$ cat config.mk
export PLATFORM = sky130hd
export DESIGN_NAME = fwr_out_fifo
export DESIGN_NICKNAME = d
export VERILOG_FILES = /design/src/hw/rtl/fwr_pkg.sv /design/src/hw/rtl/fwr_out_fifo.sv
export SDC_FILE = /design/constraint.sdc
export NUM_CORES = 1
export LEC_CHECK = 0
export BUFFER_PORTS_ARGS = -buffer_cell sky130_fd_sc_hd__buf_4
export CAP_MARGIN = 20
export CORE_ASPECT_RATIO = 1.1
export CORE_MARGIN = 4
export CORE_UTILIZATION = 50
export DETAILED_ROUTE_END_ITERATION = 10
export GPL_ROUTABILITY_DRIVEN = 0
export HOLD_SLACK_MARGIN = 0.06
export PLACE_DENSITY_LB_ADDON = 0.12
export SLEW_MARGIN = 20
export SYNTH_ARGS = -nofsm -noshare
export SYNTH_HDL_FRONTEND = slang
export SYNTH_SLANG_ARGS = --single-unit
$ cat constraint.sdc
create_clock -name aclk -period 4.7 [get_ports aclk]
set_clock_uncertainty 0.2 [all_clocks]
set_input_delay 0.235 -clock aclk [delete_from_list [all_inputs] [get_ports aclk]]
set_output_delay 0.235 -clock aclk [all_outputs]
set_load 0.1 [all_outputs]
$ cat src/hw/rtl/fwr_pkg.sv
// Package for the full-weighting restriction block.
// Holds widths, depths and the result type shared by the line store, the output queue and the top level.
// Depends on nothing.
package fwr_pkg;

    localparam int SAMPLE_W      = 16;
    localparam int MAX_INTERVALS = 1024;
    localparam int STORE_DEPTH   = MAX_INTERVALS + 1;
    localparam int ADDR_W        = $clog2(STORE_DEPTH);
    localparam int CFG_W         = 11;
    localparam int IDX_W         = 10;
    localparam int COL_W         = SAMPLE_W + 2;
    localparam int SUM_W         = SAMPLE_W + 4;
    localparam int LS_W          = 2 * SAMPLE_W;
    localparam int MIN_POINTS    = 3;
    localparam int MAX_POINTS    = MAX_INTERVALS + 1;
    localparam int FIFO_DEPTH    = 4;
    localparam int FIFO_PTR_W    = $clog2(FIFO_DEPTH);
    localparam int FIFO_CNT_W    = $clog2(FIFO_DEPTH + 1);

    typedef struct packed {
        logic signed [SAMPLE_W-1:0] value;
        logic [IDX_W-1:0]           coarse_row;
        logic [IDX_W-1:0]           coarse_col;
        logic                       last;
    } fwr_result_t;

endpackage

$ cat src/hw/rtl/fwr_out_fifo.sv
// Small result queue that decouples the arithmetic pipeline from the output handshake.
// Depends on fwr_pkg for the result type and the queue depth.
module fwr_out_fifo (
    input  logic                          aclk,
    input  logic                          aresetn,
    input  logic                          push,
    input  fwr_pkg::fwr_result_t          push_data,
    output logic                          out_valid,
    input  logic                          out_ready,
    output fwr_pkg::fwr_result_t          out_data,
    output logic [fwr_pkg::FIFO_CNT_W-1:0] count
);
    import fwr_pkg::*;

    fwr_result_t             entry_reg [FIFO_DEPTH];
    logic [FIFO_PTR_W-1:0]   wr_ptr_reg;
    logic [FIFO_PTR_W-1:0]   rd_ptr_reg;
    logic [FIFO_CNT_W-1:0]   count_reg;
    logic                    pop;

    assign out_valid = (count_reg != '0);
    assign out_data  = entry_reg[rd_ptr_reg];
    assign pop       = out_valid && out_ready;
    assign count     = count_reg;

    always_ff @(posedge aclk) begin
        if (push) begin
            entry_reg[wr_ptr_reg] <= push_data;
        end
    end

    always_ff @(posedge aclk) begin
        if (!aresetn) begin
            wr_ptr_reg <= '0;
            rd_ptr_reg <= '0;
            count_reg  <= '0;
        end else begin
            if (push) begin
                wr_ptr_reg <= wr_ptr_reg + 1'b1;
            end
            if (pop) begin
                rd_ptr_reg <= rd_ptr_reg + 1'b1;
            end
            if (push && !pop) begin
                count_reg <= count_reg + 1'b1;
            end else if (pop && !push) begin
                count_reg <= count_reg - 1'b1;
            end
        end
    end

endmodule

==> results.toml, run 1 <==
[layout]
n_fill_cell = 771
register_area_mm2 = 0.00463
finalNetCount = 415
synthToLayoutAreaGrowth_pct = 29.6
n_antenna_cell = 0
drive_gt1_frac = 0.386
multi_input_area_mm2 = 0.00113
largest_register_ffs = 148
layout.cells.non_filler = 531

[worst_hold_path]
min_to = "count[2]"
worstHoldPathCells = 2
worstHoldStart = "count[2]"
min_path_type = "reg2reg"

[floorplanning]
die_width_um = 111
io-pin-count = 82
coreArea_mm2 = 0.0114
dieArea_mm2 = 0.0135
initial_core_util = 0.511
chipHeight_um = 121
num_rows = 41

[synth]
synth_ff_type = "edfxtp_1"
netlist_area_mm2 = 0.00585
synth_top_area_share = 0.760
synth_top_area_cell = "edfxtp_1"
syn_nets = 282
async_flop_share = 0
ys_seq_area_frac = 0.791
synthSimpleGateAreaFrac = 0.0139
synth_area_leaders = "edfxtp_1 (76%), mux4_2 (12%), mux4_1 (3.1%)"
ys_ff_latch = 157
synth-adder-area-share = 0.0141
synth_top_cells_by_count = "edfxtp_1 (148), mux4_2 (30), and2_1 (9), dfxtp_1 (9), mux4_1 (7)"
synth_top_family_by_area = "multiplexers"
syn_area_per_cell_um2 = 24.9
synthMuxAreaShare = 0.150
synth_xor_area_frac = 0.00749
yosysWarnings = 0
yosysMostFrequentCell = "edfxtp_1"
synth_cells = 235
synth_edf_count = 148
synth_cell_types = 21
synth_compound_gate_area_share = 0.00578

[run_status]
status = "complete, no violations"

[clock_network]
postCtsHoldBufs = 40
cts_tree = "built"
cts_made_buffers = 17
cts.sinks = 157
cts_setup_buffers = 0
root_buffer = "clkbuf_16"
clkTransAtPathRegs_ps = 60
clk_latency_ps = 410
cts.path.max_buffers = 2
h-tree-depth = 4
cts_resized = 0

[global_route]
antenna_found_initial = 0
track_usage = 0.157
grt_overflow = 0
grt_pass1_vias = 2966
grt_max_degree = 38
grt_pass1_wl_um = 15800

[drt]
ant_nets = 0
firstDrtPassIters = 4
wl_um = 9860
viasPerCell = 5.11
drtIter0Drc = 117
routed-via-count = 2713
drc = 0
wl_per_cell_um = 18.6

[worst_setup_path]
r2r_start = "count[0]"
reg2reg_to = "count[2]"
crit_type = "reg2out"
path_max_fanout = 27
cp.required_ps = 4260
reg2reg_depth = 7
cp-start-kind = "register"
cp_slowest_stage_delay_ps = 950
crit_slowest_cell = "dfxtp_2"
r2r_slack_ps = 2410
crit_path_end_kind = "primary output"
worstPathCellList = "buf_4, mux4_2, buf_4"
arrival_ps = 2540
path_buf_inv = 2
crit_top_cell = "buf_4"
crit_family = "flip-flops"

[placement]
portBuffers = 81
dp_hpwl_um = 5470
placed_cells = 459

[timing]
slew_headroom = 0.315
finalCriticalPeriod_ps = 2970
drv_slew = 0
fin_crit_sh = 0.632
setup_tns_ps = 0
max_freq_mhz = 337
rsz0062_at_grt = "false"
holdWs_ps = 359
finalSetupViolCount = 0
tightest_slew_ps = 1030
finalHoldViolations = 0

[power_and_ir_drop]
p_per_area_mw_per_mm2 = 642
power_uw = 4870
p_leak_uw = 0.00263
ir_drop_uv = 490

[flow_run]
drv_cap = 0
-- logic make-up (layout without fill, tap and decap cells) --
logic type	Yosys count	in the layout
adders and majority gates	6	6
buffers and inverters	11	157
DFF	157	157
muxes	39	39
and+or+nand+nor	13	13
AOI/OAI and AO/OA	4	4
xor gates and xnor gates	5	5
-- layer usage --
| metal | wire length [um] | vias to the layer above | global-route usage |
|---|---|---|---|
| met5 | 0 | - | 0 |
| met4 | 110 | 0 | 0.0593 |
| met3 | 575 | 10 | 0.0549 |
| met2 | 5090 | 77 | 0.256 |
| met1 | 4080 | 1370 | 0.196 |
| li1 | - | 1256 | - |
-- worst register-to-register path, delay by kind of cell, from the launching register on --
family	cells	cell delay, ps
adder cells (fa/ha/maj)	2	630
AO/OA/AOI/OAI	2	470
flip-flops	1	390
AND/OR/NAND/NOR	1	300
XOR/XNOR	1	180
buffers and inverters	1	60
-- power breakdown --
| group | internal [uW] | total (uW) | switching [uW] |
|---|---|---|---|
| Sequential | 1620 | 1740 | 120 |
| Clock | 856 | 1360 | 508 |
| Combinational | 484 | 1760 | 1280 |
-- worst max path at each step --
stage              endpoint  cells past startpoint
2_1_floorplan      count[2]                      7
3_3_place_gp   out_data[19]                      3
3_5_place_dp   out_data[19]                      3
4_1_cts        out_data[19]                      3
5_1_grt        out_data[32]                      3
6_report       out_data[19]                      3
-- stage by stage --
| stage | instance area, um2 | setup slack, ps | utilization |
|---|---|---|---|
| detailed placement | 6570 | 2040 | 0.574 |
| global route | 7580 | 1490 | 0.663 |
| floorplan | 5850 | 2080 | - |
| global placement | 6570 | 2080 | 0.574 |
| finish | 7580 | 1730 | 0.663 |
| CTS | 7580 | 1620 | 0.663 |
-- placed cells by master (no fill, tap or decap), types with 3 or more instances in the layout --
| cell type | count |
|---|---|
| edfxtp_1 | 148 |
| buf_4 | 82 |
| dlygate4sd3_1 | 40 |
| mux4_2 | 30 |
| clkbuf_16 | 21 |
| mux4_1 | 7 |
| dfxtp_1 | 7 |
| and2_1 | 5 |
| ha_1 | 5 |
| and2_2 | 4 |
| clkbuf_1 | 4 |
| inv_1 | 3 |
| xnor2_1 | 3 |
| clkinvlp_4 | 3 |
-- cell type report --
type	instances	share of cell area
well taps	150	0.0248
repair buffers	122	0.134
clock inverters	7	0.00941
inverters	3	0.00149
multi-input cells	67	0.149
flip-flops and latches	157	0.610
clock buffers	25	0.0713
Note: power is estimated with default switching activity, not from simulation.
==> run 2, diff against run 1 <==
clock period = 2.8 ns   (was 4.7 ns; I/O delays follow)
==> run 2 against run 1 <==
Against the previous run:
- total power increased by 68%
- utilization grew 0.81 points
- first-iteration DRC count fell by 0.85%
- critical path depth did not move
- clock-buffer cell count is 7 lower
- via count up 3.4%
- wire length grew 3.8%
- sequential power is 63% higher
- cell count up 1.7%
- final area is 1.2% higher
- die area unchanged
- largest cell class unchanged
- highest routed layer unchanged
==> results.toml, run 2 (synthesis gave the netlist of run 1 again) <==
[run_status]
status = "complete, no violations"

[worst_setup_path]
path_max_fanout = 11
crit_type = "reg2out"
crit_path_end_kind = "primary output"
arrival_ps = 2140
cp.required_ps = 2460
crit_slowest_cell = "mux4_1"
crit_top_cell = "buf_4"
cp-start-kind = "register"
reg2reg_depth = 7
cp_slowest_stage_delay_ps = 590
worstPathCellList = "buf_4, mux4_1, buf_4"

[power_and_ir_drop]
ir_drop_uv = 872
power_uw = 8150
p_per_area_mw_per_mm2 = 1060
p_leak_uw = 0.00268

[global_route]
grt_max_degree = 26
antenna_found_initial = 0
grt_overflow = 0
grt_pass1_vias = 3100
track_usage = 0.165
grt_pass1_wl_um = 16500

[timing]
setup_tns_ps = 0
holdWs_ps = 268
tightest_slew_ps = 595
max_freq_mhz = 404
rsz0062_at_grt = "false"
drv_slew = 0
slew_headroom = 0.603
finalHoldViolations = 0
finalSetupViolCount = 0
fin_crit_sh = 0.884
finalCriticalPeriod_ps = 2480

[layout]
most-common-layout-cells = "edfxtp_1 (148), buf_4 (85), dlygate4sd3_1 (41), mux4_2 (30), clkbuf_16 (17)"
finalNetCount = 424
layout.cells.non_filler = 540
drive_gt1_frac = 0.400
n_fill_cell = 740
synthToLayoutAreaGrowth_pct = 31.2
largest_register_ffs = 148
n_antenna_cell = 0
final_common_cell = "edfxtp_1"

[worst_hold_path]
worstHoldPathCells = 2
min_path_type = "in2reg"

[placement]
portBuffers = 81
placed_cells = 467
dp_hpwl_um = 6250

[drt]
wl_per_cell_um = 18.9
drtIter0Drc = 116
ant_nets = 0
routed-via-count = 2806
wl_um = 10200
viasPerCell = 5.20
drc = 0
firstDrtPassIters = 4

[floorplanning]
die_width_um = 111
num_rows = 41
initial_core_util = 0.511
io-pin-count = 82
chipHeight_um = 121
dieArea_mm2 = 0.0135
coreArea_mm2 = 0.0114

[clock_network]
cts.sinks = 157
clkTransAtPathRegs_ps = 60
clk_latency_ps = 410
root_buffer = "clkbuf_16"
cts_made_buffers = 17
cts_tree = "built"
cts.path.max_buffers = 2
cts_resized = 0
h-tree-depth = 4

[flow_run]
drv_cap = 0
-- run 2: repair_timing --
| action | 4_1_cts | 5_1_grt |
|---|---|---|
| hold buffers | 41 | 0 |
| endpoints found under the hold margin | 157 | 0 |
| buffers inserted | 0 | 0 |
-- run 2: layer usage --
metal | share of wire | track usage
met1 | 0.42 | 0.204
met2 | 0.52 | 0.273
met3 | 0.052 | 0.0554
met4 | 0.013 | 0.0616
met5 | 0 | 0
-- run 2: per-stage QoR --
step	setup WS [ps]	cell area (um2)	utilization
6_report	324	7670	0.671
5_1_grt	185	7670	0.671
4_1_cts	267	7670	0.671
3_5_place_dp	513	6690	0.585
3_3_place_gp	588	6690	0.585
2_1_floorplan	180	5850	-
-- run 2: final cells by class --
| cell class | instances | area (um2) | share of cell area |
|---|---|---|---|
| Clock buffer | 18 | 429 | 0.0559 |
| Clock inverter | 14 | 143 | 0.0186 |
| Inverter | 3 | 11.3 | 0.00147 |
| Multi-Input combinational cell | 67 | 1130 | 0.147 |
| Sequential cell | 157 | 4630 | 0.603 |
| Tap cell | 150 | 188 | 0.0245 |
| Timing Repair Buffer | 131 | 1150 | 0.150 |
-- run 2: worst paths after layout --
path                 start               end  slack (ps)
max               register      out_data[34]         320
min          push_data[26]  entry_reg[3][26]         270
max reg2reg       count[1]          count[2]         500
min reg2reg       count[2]          count[2]         370
-- run 2: worst max-delay path, delay by kind of cell (launching register included) --
| kind | cells | cell delay (ps) |
|---|---|---|
| buf+inv | 2 | 550 |
| flops | 1 | 580 |
| mux | 1 | 590 |
-- run 2: report_power, final --
part / leakage (uW) / total [uW] / internal, uW / switching [uW]
combinational: 0.000973 / 3120 / 867 / 2250
clock: 0.000268 / 2200 / 1310 / 893
sequential: 0.00143 / 2830 / 2720 / 116
total: 0.00268 / 8150 / 4900 / 3260
==> run 3, diff against run 2 <==
--- a/config.mk
+++ b/config.mk
@@ -11,4 +11,5 @@
 export CORE_MARGIN = 4
 export CORE_UTILIZATION = 50
+export CTS_BUF_LIST = sky130_fd_sc_hd__clkbuf_4
 export DETAILED_ROUTE_END_ITERATION = 10
 export GPL_ROUTABILITY_DRIVEN = 0
==> constraint.sdc (replaced) <==
create_clock -name aclk -period 2.8 [get_ports aclk]
set_clock_uncertainty 0.2 [all_clocks]
set_input_delay 0.28 -clock aclk [delete_from_list [all_inputs] [get_ports aclk]]
set_output_delay 0.28 -clock aclk [all_outputs]
set_load 0.1 [all_outputs]
==> run 3 against run 2 <==
Against the previous run:
- utilization is 2.2 points lower
- highest routed layer unchanged
- fmax is 4.3% lower
- cell count is 0.37% higher
- total power is 9.7% lower
- worst hold slack better by 24 ps
- non-clock buffer count is 2 higher
- setup slack worse by 110 ps
- via count is 1.2% higher
==> results.toml, run 3 (synthesis gave the netlist of run 1 again) <==
[run_status]
status = "complete, no violations"

[layout]
register_area_mm2 = 0.00463
multi_input_area_mm2 = 0.00113
largest_register_ffs = 148
drive_gt1_frac = 0.411
fin_util = 0.648
final_common_cell = "edfxtp_1"
synthToLayoutAreaGrowth_pct = 26.8
most-common-layout-cells = "edfxtp_1 (148), buf_4 (88), dlygate4sd3_1 (41), mux4_2 (30), clkbuf_4 (19)"
n_antenna_cell = 0
final_area_mm2 = 0.00742
finalNetCount = 426
n_fill_cell = 815

[global_route]
use_met2 = 0.266
grt_pass1_wl_um = 16500
use_met3 = 0.0544
antenna_found_initial = 0
track_usage = 0.163
grt_pass1_vias = 3108
grt_overflow = 0
groute.layer.met1.usage = 0.207
grt_max_degree = 27
top_usage_layer = "met2"

[timing]
finalSetupViolCount = 0
drv_slew = 0
slew_headroom = 0.647
finalHoldViolations = 0
setup_tns_ps = 0
fin_crit_sh = 0.924
max_freq_mhz = 387
layout_setup_ws_ps = 213
finalCriticalPeriod_ps = 2590
rsz0062_at_grt = "false"
holdWs_ps = 292
tightest_slew_ps = 530

[power_and_ir_drop]
p_per_area_mw_per_mm2 = 993
ir_drop_uv = 1000
p_leak_uw = 0.00258

[placement]
dp_slack_ps = 489
portBuffers = 81
dp_hpwl_um = 6230
post_dp_cell_area_mm2 = 0.00669

[worst_setup_path]
crit_type = "reg2out"
reg2reg_to = "count[2]"
r2r_slack_ps = 470
cp.required_ps = 2320
arrival_ps = 2110
path_max_fanout = 12
cp-start-kind = "register"
crit_path_end_kind = "primary output"
reg2reg_depth = 7
endpoint = "out_data[34]"
r2r_start = "count[0]"

[drt]
drtIter0Drc = 90
ant_nets = 0
drc = 0
wl_um = 10100
viasPerCell = 5.24
routed-via-count = 2840
firstDrtPassIters = 6
wl_per_cell_um = 18.6

[floorplanning]
dieArea_mm2 = 0.0135
coreArea_mm2 = 0.0114
die_width_um = 111
chipHeight_um = 121
io-pin-count = 82
initial_core_util = 0.511
num_rows = 41

[clock_network]
clkTransAtPathRegs_ps = 140
cts.path.max_buffers = 2
cts_tree = "built"
root_buffer = "clkbuf_4"
cts_setup_buffers = 0
h-tree-depth = 4
cts.sinks = 157
clk_latency_ps = 520
cts_made_buffers = 17

[flow_run]
drv_cap = 0

[worst_hold_path]
min_path_type = "in2reg"
worstHoldStart = "push_data[30]"
run 3: per-stage QoR:
stage | total power (uW) | cells
3_5_place_dp | 5980 | 469
6_report | 7360 | 542
3_3_place_gp | 5970 | 469
2_1_floorplan | 5430 | 235
4_1_cts | 7450 | 542
5_1_grt | 7660 | 542
run 3: timing repair:
| action | 4_1_cts | 5_1_grt |
|---|---|---|
| hold endpoints to repair | 157 | 0 |
| setup endpoints to repair | 1 | 0 |
| gates resized for setup | 1 | 0 |
| hold buffers | 41 | 0 |
run 3: where the power goes:
part,switching [uW],internal [uW]
clock,765,645
combinational,2250,869
sequential,117,2720
run 3: worst min-delay path by stage:
stage / to / slack, ps / cells past startpoint
2_1_floorplan: entry_reg[0][0] / 180 / 0
3_3_place_gp: entry_reg[3][30] / 280 / 1
3_5_place_dp: entry_reg[3][0] / 280 / 1
4_1_cts: entry_reg[1][30] / 230 / 2
5_1_grt: entry_reg[2][15] / 230 / 2
6_report: entry_reg[2][30] / 290 / 2
run 3: metal layers:
metal  wire [um]  vias up
met5           0        -
met2        5100       66
met3         554       11
met1        4300     1475
met4         121        0
li1            -     1288
run 3: critical path, cell delays in order (launching register included):
cell and delay [ps]:
dfxtp_4 510, buf_4 240, mux4_1 580, buf_4 250
run 3: layout make-up:
| class | instances | share of cell area |
|---|---|---|
| Clock inverter | 13 | 0.0226 |
| Multi-Input combinational cell | 67 | 0.152 |
| Sequential cell | 157 | 0.624 |
| Clock buffer | 19 | 0.0192 |
| Timing Repair Buffer | 133 | 0.155 |
| Tap cell | 150 | 0.0253 |
| Inverter | 3 | 0.00152 |
